## config.mk

```make
export PLATFORM = sky130hd
export DESIGN_NAME = utf8_to_pdf_literal_escaper_core
export DESIGN_NICKNAME = d
export VERILOG_FILES = /design/src/u2pdf_pkg.sv /design/src/u2pdf_decoder.sv /design/src/u2pdf_burst_out.sv /design/src/utf8_to_pdf_literal_escaper_core.sv
export SDC_FILE = /design/constraint.sdc
export NUM_CORES = 1
export LEC_CHECK = 0
export BUFFER_PORTS_ARGS = -buffer_cell sky130_fd_sc_hd__buf_2
export CORE_UTILIZATION = 50
export CTS_CLUSTER_SIZE = 12
export DETAILED_ROUTE_END_ITERATION = 8
export PLACE_DENSITY = 0.76
export SLEW_MARGIN = 20
export SYNTH_ARGS = -nofsm -noshare
export SYNTH_HDL_FRONTEND = slang
export SYNTH_SLANG_ARGS = --single-unit
export TNS_END_PERCENT = 1
```

## constraint.sdc

```tcl
create_clock -name clk -period 16.67 [get_ports clk]
set_clock_uncertainty 0.1 [all_clocks]
set_input_delay 3.334 -clock clk [delete_from_list [all_inputs] [get_ports clk]]
set_output_delay 3.334 -clock clk [all_outputs]
set_load 0.05 [all_outputs]
```

## src/u2pdf_pkg.sv

```systemverilog
// Shared types and constants for the UTF-8 to PDF literal escaper.
package u2pdf_pkg;

	localparam int unsigned MAX_RES = 5;
	localparam int unsigned CNT_W   = 3;

	localparam logic KIND_TEXT = 1'b0;
	localparam logic KIND_END  = 1'b1;

	localparam logic [7:0] CH_OPEN  = 8'h28;
	localparam logic [7:0] CH_CLOSE = 8'h29;
	localparam logic [7:0] CH_BSL   = 8'h5C;
	localparam logic [7:0] CH_QMARK = 8'h3F;
	localparam logic [7:0] CH_SPACE = 8'h20;

	localparam logic [20:0] CP_REPLACE = 21'h00FFFD;
	localparam logic [20:0] CP_MAX     = 21'h10FFFF;

	typedef struct packed {
		logic       kind;
		logic [7:0] text_byte;
	} in_item_t;

	typedef struct packed {
		logic [7:0] out_byte;
		logic       last_of_item;
		logic       closes_literal;
	} out_item_t;

	// All result bytes of one item; closes marks the last byte as ')'.
	typedef struct packed {
		logic [MAX_RES-1:0][7:0] bytes;
		logic [CNT_W-1:0]        count;
		logic                    closes;
	} burst_t;

	typedef struct packed {
		logic literal_open;
		logic output_stopped;
		logic pending;
	} dec_status_t;

endpackage

```

## src/u2pdf_decoder.sv

```systemverilog
// Decoder state and the combinational step that turns one item into a burst of bytes.
module u2pdf_decoder (
	input  logic                  clk,
	input  logic                  arst_n,
	input  u2pdf_pkg::in_item_t   item,
	input  logic                  advance,
	output u2pdf_pkg::burst_t     burst,
	output u2pdf_pkg::dec_status_t status
);
	import u2pdf_pkg::*;

	logic        open_q;
	logic        stopped_q;
	logic [1:0]  need_q;
	logic [1:0]  held_q;
	logic [20:0] pcp_q;

	logic        open_d;
	logic        stopped_d;
	logic [1:0]  need_d;
	logic [1:0]  held_d;
	logic [20:0] pcp_d;

	logic [CNT_W-1:0] n;
	logic [2:0]       nflush;
	logic [1:0]       held_inc;
	logic [20:0]      pcp_shift;
	logic             do_fresh;
	logic             cp_valid;
	logic [20:0]      cp;
	logic             emit_b;
	logic [7:0]       b;
	logic             is_cont;

	always_comb begin
		burst     = '0;
		n         = '0;
		open_d    = open_q;
		stopped_d = stopped_q;
		need_d    = need_q;
		held_d    = held_q;
		pcp_d     = pcp_q;
		do_fresh  = 1'b0;
		cp_valid  = 1'b0;
		cp        = '0;
		emit_b    = 1'b0;
		b         = '0;
		nflush    = (need_q != 2'd0) ? ({1'b0, held_q} + 3'd1) : 3'd0;
		held_inc  = held_q + 2'd1;
		pcp_shift = {pcp_q[14:0], item.text_byte[5:0]};
		is_cont   = (item.text_byte[7:6] == 2'b10);

		if (!open_q) begin
			if (n < CNT_W'(MAX_RES)) begin
				burst.bytes[n] = CH_OPEN;
			end
			n      = n + 1'b1;
			open_d = 1'b1;
		end

		if (item.kind == KIND_END) begin
			// flush held bytes, close, and return everything to reset
			for (int i = 0; i < 3; i++) begin
				if (3'(i) < nflush && n < CNT_W'(MAX_RES)) begin
					burst.bytes[n] = CH_QMARK;
					n = n + 1'b1;
				end
			end
			if (n < CNT_W'(MAX_RES)) begin
				burst.bytes[n] = CH_CLOSE;
			end
			n            = n + 1'b1;
			burst.closes = 1'b1;
			open_d       = 1'b0;
			stopped_d    = 1'b0;
			need_d       = '0;
			held_d       = '0;
			pcp_d        = '0;
		end else if (!stopped_q) begin
			if (need_q != 2'd0) begin
				if (is_cont) begin
					if (held_inc == need_q) begin
						need_d   = '0;
						held_d   = '0;
						pcp_d    = '0;
						cp_valid = 1'b1;
						cp       = (need_q == 2'd3 && pcp_shift > CP_MAX) ?
							CP_REPLACE : pcp_shift;
					end else begin
						held_d = held_inc;
						pcp_d  = pcp_shift;
					end
				end else begin
					for (int i = 0; i < 3; i++) begin
						if (3'(i) < nflush && n < CNT_W'(MAX_RES)) begin
							burst.bytes[n] = CH_QMARK;
							n = n + 1'b1;
						end
					end
					need_d   = '0;
					held_d   = '0;
					pcp_d    = '0;
					do_fresh = 1'b1;
				end
			end else begin
				do_fresh = 1'b1;
			end

			if (do_fresh) begin
				priority if (item.text_byte[7] == 1'b0) begin
					cp_valid = 1'b1;
					cp       = {13'd0, item.text_byte};
				end else if (item.text_byte[7:5] == 3'b110) begin
					need_d = 2'd1;
					held_d = '0;
					pcp_d  = {16'd0, item.text_byte[4:0]};
				end else if (item.text_byte[7:4] == 4'b1110) begin
					need_d = 2'd2;
					held_d = '0;
					pcp_d  = {17'd0, item.text_byte[3:0]};
				end else if (item.text_byte[7:3] == 5'b11110) begin
					need_d = 2'd3;
					held_d = '0;
					pcp_d  = {18'd0, item.text_byte[2:0]};
				end else begin
					cp_valid = 1'b1;
					cp       = CP_REPLACE;
				end
			end

			if (cp_valid) begin
				priority if (cp == 21'd0) begin
					// decoded zero: stop output until the end item
					stopped_d = 1'b1;
					need_d    = '0;
					held_d    = '0;
					pcp_d     = '0;
				end else if (cp == 21'd9 || cp == 21'd11) begin
					emit_b = 1'b1;
					b      = CH_SPACE;
				end else if (cp < 21'd32 && cp != 21'd10 && cp != 21'd13) begin
					emit_b = 1'b0;
				end else if (cp <= 21'd255) begin
					emit_b = 1'b1;
					b      = cp[7:0];
				end else begin
					emit_b = 1'b1;
					b      = CH_QMARK;
				end
			end

			if (emit_b) begin
				if (b == CH_BSL || b == CH_OPEN || b == CH_CLOSE) begin
					if (n < CNT_W'(MAX_RES)) begin
						burst.bytes[n] = CH_BSL;
					end
					n = n + 1'b1;
				end
				if (n < CNT_W'(MAX_RES)) begin
					burst.bytes[n] = b;
				end
				n = n + 1'b1;
			end
		end

		burst.count = n;
	end

	always_ff @(posedge clk or negedge arst_n) begin
		if (!arst_n) begin
			open_q    <= 1'b0;
			stopped_q <= 1'b0;
			need_q    <= '0;
			held_q    <= '0;
			pcp_q     <= '0;
		end else if (advance) begin
			open_q    <= open_d;
			stopped_q <= stopped_d;
			need_q    <= need_d;
			held_q    <= held_d;
			pcp_q     <= pcp_d;
		end
	end

	assign status.literal_open   = open_q;
	assign status.output_stopped = stopped_q;
	assign status.pending        = (need_q != 2'd0);

endmodule

```

## src/u2pdf_burst_out.sv

```systemverilog
// Result register that holds one item's burst and hands it out a byte at a time.
module u2pdf_burst_out (
	input  logic                  clk,
	input  logic                  arst_n,
	input  u2pdf_pkg::burst_t     burst,
	input  logic                  load,
	output logic                  free,
	output logic                  lit_valid,
	input  logic                  lit_ready,
	output u2pdf_pkg::out_item_t  lit_item
);
	import u2pdf_pkg::*;

	logic                    valid_q;
	logic [MAX_RES-1:0][7:0] bytes_s2;
	logic [CNT_W-1:0]        count_s2;
	logic                    closes_s2;
	logic [CNT_W-1:0]        idx_q;
	logic                    is_last;

	assign is_last = (idx_q == count_s2 - 1'b1);
	assign free    = !valid_q || (lit_ready && is_last);

	always_ff @(posedge clk or negedge arst_n) begin
		if (!arst_n) begin
			valid_q <= 1'b0;
			idx_q   <= '0;
		end else if (free) begin
			valid_q <= load;
			idx_q   <= '0;
		end else if (lit_ready) begin
			idx_q <= idx_q + 1'b1;
		end
	end

	always_ff @(posedge clk) begin
		if (free && load) begin
			bytes_s2  <= burst.bytes;
			count_s2  <= burst.count;
			closes_s2 <= burst.closes;
		end
	end

	assign lit_valid               = valid_q;
	assign lit_item.out_byte       = bytes_s2[idx_q];
	assign lit_item.last_of_item   = is_last;
	assign lit_item.closes_literal = is_last && closes_s2;

endmodule

```

## src/utf8_to_pdf_literal_escaper_core.sv

```systemverilog
// Top level of the UTF-8 to PDF string literal escaper.
// Takes one UTF-8 byte (or an end marker) per item and emits the bytes of a
// parenthesized PDF literal, one byte per output item. An item that yields
// one output byte or none does not hold up the input, so a plain text stream
// runs at one byte per cycle while lit_ready stays high; an item that yields
// n bytes (up to five: opening paren, flushed '?' bytes, escapes, closing
// paren) holds the single-byte output port while the result register drains.
// An accepted input passes the input register, then the result register.
module utf8_to_pdf_literal_escaper_core (
	input  logic                 clk,
	input  logic                 arst_n,
	input  logic                 text_valid,
	output logic                 text_ready,
	input  u2pdf_pkg::in_item_t  text_item,
	output logic                 lit_valid,
	input  logic                 lit_ready,
	output u2pdf_pkg::out_item_t lit_item
);
	import u2pdf_pkg::*;

	logic        valid_s1;
	in_item_t    item_s1;
	logic        advance;
	logic        burst_free;
	burst_t      burst;
	dec_status_t status;

	assign advance    = valid_s1 && burst_free;
	assign text_ready = !valid_s1 || burst_free;

	always_ff @(posedge clk or negedge arst_n) begin
		if (!arst_n) begin
			valid_s1 <= 1'b0;
		end else if (text_ready) begin
			valid_s1 <= text_valid;
		end
	end

	always_ff @(posedge clk) begin
		if (text_ready && text_valid) begin
			item_s1 <= text_item;
		end
	end

	u2pdf_decoder u_decoder (
		.clk    (clk),
		.arst_n (arst_n),
		.item   (item_s1),
		.advance(advance),
		.burst  (burst),
		.status (status)
	);

	u2pdf_burst_out u_burst_out (
		.clk      (clk),
		.arst_n   (arst_n),
		.burst    (burst),
		.load     (advance && burst.count != '0),
		.free     (burst_free),
		.lit_valid(lit_valid),
		.lit_ready(lit_ready),
		.lit_item (lit_item)
	);

	a_close_is_last: assert property (@(posedge clk) disable iff (!arst_n)
		lit_valid && lit_item.closes_literal |-> lit_item.last_of_item)
		else $error("closing paren not marked as last byte of its item");

	a_stop_no_pending: assert property (@(posedge clk) disable iff (!arst_n)
		status.output_stopped |-> !status.pending)
		else $error("pending sequence held while output is stopped");

	a_stop_needs_open: assert property (@(posedge clk) disable iff (!arst_n)
		status.output_stopped || status.pending |-> status.literal_open)
		else $error("decoder state active with literal closed");

	a_end_resets: assert property (@(posedge clk) disable iff (!arst_n)
		advance && item_s1.kind == KIND_END |=> !status.literal_open)
		else $error("end item did not close the literal");

endmodule

```

==> run summary, run 1 <==
Cell Area, Placed = 5540 µm²
Syn. warnings = 0
FP Rows = 37
HPWL after DPL = 9870 µm
Netlist cell types = 88
CP max stage delay = 0.35 ns
Total Wirelength = 12900 µm
Initial antenna violation count = 0
Synth Flop Type = edfxtp_1
Largest cells by area after synthesis = edfxtp_1, dfrtp_1, nand2_1
EDFF count, synth = 53
Post-CTS Hold Fix Bufs = 0
Final setup viols = 0
Starting density of the core = 51.5%
Reg-to-reg startpoint = u_decoder.held_q[0]
GRT Total Usage = 25.4%
R2R Path End = u_burst_out.bytes_s2[6]
Deepest clock path buffer count = 2
# IOs = 25
Slew headroom = 28.2%
Status = finished, final reports clean
Clock Sinks = 79
Area leader, netlist = edfxtp_1
Vias per inst = 6.19
Cells after Synth = 540
Max-cap violations = 0
CTS HTree Levels = 3
Vert. Die Dim = 105 µm
Cell Area, Synth = 5310 µm²
Final Hold Viols = 0
Cell Chain, Critical Path = buf_2 > a21boi_0 > nand2_1 > buf_2
CTS tree = built
PortBufs = 24
Layout Nets = 580
Simple-Gate Fraction of Synth Area = 18.3%
RSZ-0062 raised after global routing = false
Hold Crit Depth = 1
CP dominant cell by count = buf_2
Vias in the first global route = 4282
Die X = 105 µm
Worst vdd ir = 0.115 mV
Hold Worst Slack = 0.430 ns
Compound-Gate Fraction of Synth Area = 24.3%
Largest family of logic cells by synthesized area = compound AO/OA/AOI/OAI gates
Root Buffer = clkbuf_8
CP required = 13.24 ns
Critical path class = primary input to output pin
Largest net degree at the start of global routing = 44
Fmax = 0.131 GHz
Initial DRT Pass Iterations = 5
Die area = 11000 µm²
Routed length per instance = 18.6 µm
Post-synthesis register bit count = 79
Antenna cells = 0
Hold EP = u_decoder.pcp_q[10]
Finished Core Util = 55.7%
First-pass GRT wire length = 21800 µm
Pins Over Slew Limit = 0
Critical Path End Type = output pin
Design area = 5750 µm²
Total CTS buffers = 9
ANT nets after route = 0
Syn-to-layout area delta = 8.17%
Total grt overflow = 0
Sequential element share of the synthesized area = 42.2%
Total Neg Setup Slack = 0 ns
Core area = 10300 µm²
Vias = 4315
Setup Buffers After CTS = 0
Pwr/cell area = 198 nW/µm²
Layout cells sized above 1 = 17.3%
Slew @ Worst Pin = 1.08 ns
Post-route clock period utilization = 45.7%
Critical Path Fanout Max = 6
Crit path max-delay cell type = a21boi_0
XOR/XNOR share of the synthesized area = 2.14%
Hold crit path type = flip-flop to flip-flop
Post-synthesis mux area share = 5.77%
Critical path arrival = 4.19 ns
R2r setup slk = 10.63 ns
Clock-pin slew on the worst setup and hold paths = 0.08 ns
Static Leakage = 2.24 nW
FF-to-FF path depth = 16
Yosys top cell area share = 30.0%
Syn Area/Cell = 9.84 µm²
Worst hold path startpoint = u_decoder.pcp_q[10]
Initial DRC count = 360
Fin crit period = 7.62 ns
Clk Latency, worst-skew pair = 0.37 ns
Post-cts sizing count = 0
DRC violations left = 0
Gp weighted congestion = 0.931
Startpoint types = primary input
Async set-reset flop share out of synthesis = 32.9%
Synth Area in Adders = 2.92%
worst max-delay path by stage:
stage | endpoint | startpoint
after floorplan | text_ready | lit_ready
after global placement | text_ready | lit_ready
after detailed placement | text_ready | lit_ready
after CTS | text_ready | lit_ready
after global routing | text_ready | lit_ready
final | text_ready | lit_ready
worst max-delay path: cells and delay by family:
kind	cells	cell delay [ns]
AOI/OAI and AO/OA	1	0.35
and+or+nand+nor	1	0.14
buffers and inverters	2	0.36
report_power, final:
part	leakage, nW	total, mW	switching (mW)	internal [mW]
clock network	0.108	0.142	0.0709	0.0711
registers	0.835	0.351	0.0496	0.302
logic	1.30	0.646	0.442	0.204
total	2.24	1.14	0.562	0.577
sequential cells by signal, indices dropped and copies added, names as in the netlist:
signal / cells
item_s1: 9
u_burst_out.bytes_s2: 40
u_burst_out.closes_s2: 1
u_burst_out.count_s2: 3
u_burst_out.idx_q: 3
u_burst_out.lit_valid: 1
u_decoder.held_q: 2
u_decoder.need_q: 2
u_decoder.open_q: 1
u_decoder.pcp_q: 15
u_decoder.stopped_q: 1
valid_s1: 1
per-layer routing:
metal  up-vias  wire, µm  GRT usage, %
li1       2055         -             -
met1      2114      5670          32.5
met2       122      6380          42.9
met3        24       592          4.99
met4         0       300          9.26
met5         -         0             0
cell type report:
class / count / area [µm²]
inverter: 32 / 120
timing repair buffer: 27 / 143
fill: 895 / 4580
clock buffer: 12 / 176
tap: 136 / 170
sequential: 79 / 2240
clock inverter: 4 / 25.0
multi-input combinational: 407 / 2870
through the flow:
| step | instances | worst slack (ns) | power (mW) |
|---|---|---|---|
| floorplan | 542 | 9.22 | 0.847 |
| global placement | 681 | 9.05 | 0.978 |
| detailed placement | 681 | 9.05 | 0.995 |
| CTS | 697 | 9.04 | 1.14 |
| global route | 697 | 8.90 | 1.22 |
| finish | 697 | 9.05 | 1.14 |
cells in the final DEF, fill, tap and decap left out, types with 6 or more instances in the layout:
cell and instances:
edfxtp_1 53, dfrtp_1 26, a21oi_1 30, a21oi_2 6, nor2b_1 6, inv_1 31, o21ai_0 34, clkbuf_8 11
nor3_1 16, nand2_1 51, nand3_1 9, a22o_1 19, nor2_1 40, and2_1 10, buf_2 24, ha_1 10
mux4_2 8, o21ai_1 18, mux2i_1 9, xnor2_1 10
cell families (layout without fill, tap and decap cells):
logic type | after synthesis | after routing
and+or+nand+nor | 183 | 183
AOI/OAI and AO/OA | 176 | 176
DFF | 79 | 79
buffers and inverters | 56 | 75
muxes | 20 | 20
xor gates and xnor gates | 13 | 13
adders and majority gates | 12 | 12
other | 1 | 3
cell usage after synthesis, types with 4 or more instances:
cell type and instances:
xnor2_1 10, nor2_1 40, mux4_2 8, o21ai_0 34
nor3_1 16, and3_1 4, and2_1 10, dfrtp_1 26
or2_2 5, nand3_1 9, inv_1 31, nor4_1 5
a21oi_2 6, clkbuf_1 16, a22o_1 19, ha_1 10
nand2b_1 5, edfxtp_1 53, or3_1 4, nand2_1 51
a31oi_1 5, o21ai_1 19, a22oi_1 4, mux2i_1 9
a21oi_1 30, nor2b_1 6, a21o_1 5, nand4_1 5
No activity file was read; power rests on OpenSTA's default activity.
==> inputs of run 2 (changes only) <==
--- a/config.mk
+++ b/config.mk
@@ -5,6 +5,7 @@
 export SDC_FILE = /design/constraint.sdc
 export NUM_CORES = 1
 export LEC_CHECK = 0
+export ABC_AREA = 1
 export BUFFER_PORTS_ARGS = -buffer_cell sky130_fd_sc_hd__buf_2
 export CORE_UTILIZATION = 50
 export CTS_CLUSTER_SIZE = 12
==> constraint.sdc (replaced) <==
create_clock -name clk -period 7.4 [get_ports clk]
set_clock_uncertainty 0.1 [all_clocks]
set_input_delay 1.48 -clock clk [delete_from_list [all_inputs] [get_ports clk]]
set_output_delay 1.48 -clock clk [all_outputs]
set_load 0.05 [all_outputs]
==> run 2 against run 1 <==
Effect of this change: sequential share of layout area is 0.51 points lower; critical path depth up 20; register-to-register slack worse by 8.6 ns; setup slack got worse by 7.0 ns; utilization grew 0.49 points; synthesized cell count increased by 30%; sequential power up 140%; total power grew to 2.6 times the previous value; largest cell class unchanged; largest power group unchanged; highest routed layer unchanged.
==> run summary, run 2 <==
Pins Over Slew Limit = 0 (unchanged)
Commonest non-fill, non-tap cell in the layout = nand2_1
Dominant cell by count in the synthesized netlist = nand2_1
Worst vdd ir = 0.268 mV (+130%)
RSZ-0062 raised after global routing = false
Vias in the first global route = 4652 (+8.6%)
Final setup viols = 0 (unchanged)
ANT nets after route = 0 (unchanged)
Die area = 11200 µm² (+1.3%)
FP Rows = 37 (unchanged)
Total power = 3.00 mW (+160%)
Syn Area/Cell = 7.68 µm² (-22%)
GRT Total Usage = 26.6% (+1.1 points)
Hold Crit Depth = 2 (+1)
Critical Path End Type = flip-flop
PortBufs = 24 (unchanged)
Core area = 10400 µm² (+0.45%)
DRC violations left = 0 (unchanged)
Commonest non-fill, non-tap cells in the layout = nand2_1, inv_1, edfxtp_1, nor2_1, nand3_1
Vias = 4883 (+13%)
Vert. Die Dim = 106 µm (+0.64%)
Netlist cell types = 48 (-45%)
Int Power = 1.42 mW (+150%)
Total Neg Setup Slack = 0 ns (unchanged)
First-pass GRT wire length = 22900 µm (+5.3%)
Layout Nets = 744 (+28%)
Total CTS buffers = 9 (unchanged)
Die X = 106 µm (+0.64%)
Initial antenna violation count = 0 (unchanged)
Hold crit path type = flip-flop to flip-flop
Initial DRT Pass Iterations = 5 (unchanged)
Final cell count without fillers = 861 (+24%)
Clock-pin slew on the worst setup and hold paths = 0.08 ns (about the same)
Largest net degree at the start of global routing = 39 (-11%)
Setup Buffers After CTS = 0 (unchanged)
Gp weighted congestion = 1.02 (+9.2%)
Static Leakage = 2.59 nW (+15%)
Sw Pwr = 1.57 mW (+180%)
Design area = 5820 µm² (+1.3%)
Cells after Synth = 701 (+30%)
Finished Core Util = 56.2% (+0.49 points)
Area leader, netlist = edfxtp_1
Sequential element share of the synthesized area = 41.7% (-0.55 points)
Post-route clock period utilization = 72.0%
Total grt overflow = 0 (unchanged)
Pwr/cell area = 515 nW/µm² (+160%)
Reg with most FFs = u_burst_out.bytes_s2
FF-to-FF path depth = 24 (+8)
Cell Area, Placed = 5600 µm² (+1.1%)
Post-cts sizing count = 0 (unchanged)
Placed Instances = 845 (+24%)
Area of the multi-input gates = 2660 µm² (-7.4%)
Total Wirelength = 14000 µm (+7.8%)
Sw Ratio = 52.5% (+3.2 points)
DP Worst Slack = 2.16 ns (-6.89 ns)
Worst Slack Setup Final = 2.07 ns (-6.97 ns)
Routed length per instance = 16.2 µm (-13%)
CTS HTree Levels = 3 (unchanged)
Largest cells by area after synthesis = edfxtp_1, nand2_1, dfrtp_1
Max-cap violations = 0 (unchanged)
Largest regs = u_burst_out.bytes_s2: 40 flops, u_decoder.pcp_q: 15 flops, item_s1: 9 flops
Critical Path Fanout Max = 38 (+32)
Post-synthesis register bit count = 79 (unchanged)
Layout cells sized above 1 = 13.4% (-3.9 points)
Yosys top cell area share = 29.6% (-0.39 points)
Slew headroom = 33.5% (+5.4 points)
Fmax = 0.188 GHz
EDFF count, synth = 53 (unchanged)
# IOs = 25 (unchanged)
Syn. warnings = 0 (unchanged)
Hold Worst Slack = 0.388 ns (-0.0420 ns)
Status = finished, final reports clean
Root Buffer = clkbuf_8
Clk Latency, worst-skew pair = 0.37 ns (about the same)
Cell Area, Synth = 5380 µm² (+1.3%)
Final Hold Viols = 0 (unchanged)
Starting density of the core = 51.9% (+0.45 points)
HPWL after DPL = 10600 µm (+7.5%)
Fill cells = 991 (+11%)
CTS tree = built
Clock Sinks = 79 (unchanged)
Antenna cells = 0 (unchanged)
Critical path arrival = 5.25 ns (+1.06 ns)
Deepest clock path buffer count = 2 (unchanged)
Synth Flop Type = edfxtp_1
CP required = 7.32 ns (-5.92 ns)
Share of power burned in combinational logic = 59.9% (+3.2 points)
Top post-synthesis cells by count = nand2_1, inv_1, edfxtp_1, nand3_1, nor2_1
Clk pwr share = 12.0% (-0.5 points)
Register Area = 2240 µm² (unchanged)
Fin crit period = 5.33 ns
Startpoint types = flip-flop
Syn-to-layout area delta = 8.18% (about the same)
Slew @ Worst Pin = 0.997 ns (-0.0782 ns)
Number of flip-flops in the largest register = 40 (unchanged)
Initial DRC count = 430 (+19%)
Async set-reset flop share out of synthesis = 32.9% (unchanged)
Critical path class = flip-flop to flip-flop
Vias per inst = 5.67 (-8.4%)
Post-CTS Hold Fix Bufs = 0 (unchanged)
Sequential share of power = 28.2% (-2.6 points)
==> run 2: kinds of logic (layout without fill, tap and decap cells) <==
family	Yosys count	in the layout	synth area share (%)
buf+inv	127	149	9.11
simple gates	329	329	28.7
fa+ha+maj	11	11	2.70
compound gates	148	148	16.8
flops	79	79	41.7
other cells	1	3	0.0697
xor+xnor	6	6	0.976
==> run 2: layout make-up <==
| type | count | share of cell area, % |
|---|---|---|
| multi-input cells | 497 | 45.6 |
| flip-flops and latches | 79 | 38.5 |
| inverters | 108 | 6.98 |
| well taps | 136 | 2.92 |
| repair buffers | 25 | 2.19 |
| clock buffers | 9 | 2.13 |
| clock inverters | 7 | 1.63 |
==> run 2: metal layers <==
| layer | share of wire, % | global-route usage, % | up-vias |
|---|---|---|---|
| li1 | - | - | 2381 |
| met1 | 42 | 33.9 | 2281 |
| met2 | 49 | 43.8 | 178 |
| met3 | 4.7 | 3.96 | 43 |
| met4 | 4.1 | 13.4 | 0 |
| met5 | 0 | 0 | - |
==> run 2: path summary, 6_finish.rpt <==
check                               startpoint                 endpoint  slack (ns)
setup / recovery           u_decoder.held_q[0]  u_burst_out.bytes_s2[0]        2.07
hold / removal              u_decoder.pcp_q[1]       u_decoder.pcp_q[1]        0.39
setup reg to reg           u_decoder.held_q[0]  u_burst_out.bytes_s2[0]        2.07
hold reg to reg             u_decoder.pcp_q[1]       u_decoder.pcp_q[1]        0.39
max in group asynchronous               arst_n      u_decoder.held_q[0]        5.83
min in group asynchronous               arst_n       u_decoder.pcp_q[9]        0.99
==> run 2: critical path, stage by stage, from the launching register on <==
cell     delay (ns)
dfrtp_1        0.43
ha_1           0.35
inv_1          0.09
a21oi_4        0.20
inv_1          0.11
fa_1           0.58
nand2_1        0.09
nand2_1        0.09
nand2_2        0.10
inv_1          0.11
nand2_1        0.09
xor2_1         0.24
inv_1          0.14
nor2_2         0.21
ha_1           0.27
inv_1          0.11
o21ai_4        0.10
ha_1           0.28
o21ai_0        0.08
o21ai_0        0.30
a21oi_1        0.08
nand2_1        0.07
nand2_1        0.07
inv_1          0.21
buf_4          0.46
==> run 2: power groups by stage <==
stage / logic (mW) / registers, mW / clock network (mW)
floorplan: 1.40 / 0.801 / 0
global placement: 1.74 / 0.847 / 0
detailed placement: 1.77 / 0.852 / 0
CTS: 1.77 / 0.843 / 0.363
global route: 1.98 / 0.865 / 0.380
finish: 1.79 / 0.844 / 0.358
==> inputs of run 3 (changes only) <==
==> constraint.sdc (replaced) <==
create_clock -name clk -period 5.5 [get_ports clk]
set_clock_uncertainty 0.1 [all_clocks]
set_input_delay 1.1 -clock clk [delete_from_list [all_inputs] [get_ports clk]]
set_output_delay 1.1 -clock clk [all_outputs]
set_load 0.05 [all_outputs]
==> run 3 against run 2 <==
Effect of this change: via count is 0.68% lower; wire length fell by 1.9%; cell area is 0.15% lower; register-to-register slack got worse by 1.6 ns; setup slack worse by 1.6 ns; clock-buffer cell count is 6 higher; non-clock buffer count unchanged; sequential share of layout area rose by 0.058 points; combinational power is 35% higher.
==> run summary, run 3 (same netlist as run 2, synthesis figures left out) <==
Status = finished, final reports clean
Static Leakage = 2.58 nW (-0.32%)
GRT Total Usage = 26.1% (-0.43 points)
Layout cells sized above 1 = 12.8% (-0.55 points)
Top delay family on crit path = adder cells
Fill cells = 979 (-1.2%)
Root Buffer = clkbuf_8
CP Buf/Inv Count = 7 (unchanged)
CTS tree = built
Clock Sinks = 79 (unchanged)
Initial DRT Pass Iterations = 5 (unchanged)
Post-route clock period utilization = 91.1% (+19 points)
RSZ-0062 raised after global routing = false
First-pass GRT wire length = 22600 µm (-1.5%)
Vias per inst = 5.63 (-0.68%)
Layout Nets = 744 (unchanged)
Initial antenna violation count = 0 (unchanged)
Total Wirelength = 13700 µm (-1.9%)
Reg with most FFs = u_burst_out.bytes_s2
FP Rows = 37 (unchanged)
Commonest non-fill, non-tap cells in the layout = nand2_1, inv_1, edfxtp_1, nor2_1, nand3_1
Pwr/cell area = 686 nW/µm² (+33%)
Hold Worst Slack = 0.387 ns (-0.000855 ns)
Area of the multi-input gates = 2660 µm² (unchanged)
Total CTS buffers = 9 (unchanged)
Deepest clock path buffer count = 2 (unchanged)
Vert. Die Dim = 106 µm (unchanged)
Fmax = 0.200 GHz (+6.3%)
Gp weighted congestion = 0.945 (-7.0%)
Post-CTS Hold Fix Bufs = 0 (unchanged)
Slew @ Worst Pin = 1.04 ns (+0.0404 ns)
Commonest non-fill, non-tap cell in the layout = nand2_1
Number of flip-flops in the largest register = 40 (unchanged)
Clk Latency, worst-skew pair = 0.37 ns (about the same)
Critical Path Fanout Max = 43 (+13%)
Total grt overflow = 0 (unchanged)
Startpoint types = flip-flop
Largest net degree at the start of global routing = 44 (+13%)
Core area = 10400 µm² (unchanged)
Clock-pin slew on the worst setup and hold paths = 0.07 ns (about the same)
Critical path arrival = 4.97 ns (-0.28 ns)
R2r setup slk = 0.49 ns (-1.59 ns)
Final setup viols = 0 (unchanged)
Antenna cells = 0 (unchanged)
Crit path max-delay cell type = fa_1
PortBufs = 24 (unchanged)
Syn-to-layout area delta = 8.02%
Die X = 106 µm (unchanged)
Vias = 4850 (-0.68%)
Critical path class = flip-flop to flip-flop
Fin crit period = 5.01 ns (-0.315 ns)
Vias in the first global route = 4744 (+2.0%)
CP max stage delay = 0.59 ns (about the same)
Register Area = 2240 µm² (unchanged)
Largest regs = u_burst_out.bytes_s2: 40 flops, u_decoder.pcp_q: 15 flops, item_s1: 9 flops
Max-cap violations = 0 (unchanged)
ANT nets after route = 0 (unchanged)
Total Neg Setup Slack = 0 ns (unchanged)
Setup Buffers After CTS = 0 (unchanged)
Critical Path End Type = flip-flop
Cell Chain, Critical Path = ha_1 > inv_1 > a21oi_4 > inv_1 > fa_1 > nand2_1 > nand2_1 > nand2_2 > inv_1 > nand2_1 > xor2_1 > inv_1 > nor2_2 > ha_1 > inv_1 > o21ai_4 > ha_1 > o21ai_0 > o21ai_0 > a21oi_1 > nand2_1 > nand2_1 > inv_1 > buf_12
Die area = 11200 µm² (unchanged)
Routed length per instance = 15.9 µm (-1.9%)
CP dominant cell by count = inv_1
Worst vdd ir = 0.362 mV (+35%)
Pins Over Slew Limit = 0 (unchanged)
# IOs = 25 (unchanged)
CTS HTree Levels = 3 (unchanged)
Final Hold Viols = 0 (unchanged)
Total power = 3.99 mW (+33%)
DRC violations left = 0 (unchanged)
Starting density of the core = 51.9% (unchanged)
CP required = 5.45 ns (-1.87 ns)
Hold crit path type = flip-flop to flip-flop
Post-cts sizing count = 0 (unchanged)
HPWL after DPL = 10400 µm (-2.2%)
Initial DRC count = 352 (-18%)
Slew headroom = 30.8% (-2.7 points)
-- run 3: cell types whose count changed in the layout (fill, tap and decap cells not counted) --
| cell | delta |
|---|---|
| clkbuf_1 | +4 |
| clkinvlp_4 | -1 |
| inv_6 | -1 |
| clkinv_2 | -2 |
| clkbuf_16 | +2 |
| bufinv_16 | -2 |
| buf_12 | +1 |
| buf_4 | -1 |
-- run 3: area by class of cell --
| type | count | area share [%] |
|---|---|---|
| multi-input cells | 497 | 45.7 |
| flip-flops and latches | 79 | 38.6 |
| inverters | 108 | 6.99 |
| clock buffers | 15 | 3.25 |
| well taps | 136 | 2.93 |
| repair buffers | 25 | 2.41 |
| clock inverters | 1 | 0.151 |
-- run 3: stage by stage --
step	std cells	setup slack (ns)	util, %	cell area (µm²)
6_report	861	0.488	56.1	5810
5_1_grt	861	0.0790	56.1	5810
4_1_cts	861	0.549	56.1	5810
3_5_place_dp	845	0.558	54.2	5620
3_3_place_gp	845	0.770	54.2	5620
2_1_floorplan	703	0.564	-	5390
-- run 3: worst min-delay path: stages (launching register included) --
cell and delay, ns:
dfrtp_1 0.35, nand2_1 0.05, nand2_1 0.05
-- run 3: final timing paths --
check	cells past startpoint	endpoint	from
worst max-delay path	24	u_burst_out.bytes_s2[4]	u_decoder.held_q[0]
worst min-delay path	2	u_decoder.pcp_q[1]	u_decoder.pcp_q[1]
worst max register to register	24	u_burst_out.bytes_s2[4]	u_decoder.held_q[0]
worst min register to register	2	u_decoder.pcp_q[1]	u_decoder.pcp_q[1]
max in group asynchronous	1	u_decoder.held_q[0]	arst_n
min in group asynchronous	1	u_decoder.pcp_q[9]	arst_n
-- run 3: routing by layer --
metal | global-route usage [%] | share of wire, % | vias up
met4 | 12.8 | 3.6 | 0
met1 | 32.5 | 42 | 2243
li1 | - | - | 2385
met2 | 44.5 | 49 | 183
met5 | 0 | 0 | -
met3 | 3.71 | 5.3 | 39
-- run 3: where the power goes --
group          internal (mW)  switching [mW]
combinational          0.695            1.72
clock                  0.221           0.217
sequential             0.976           0.157
total                   1.89            2.10
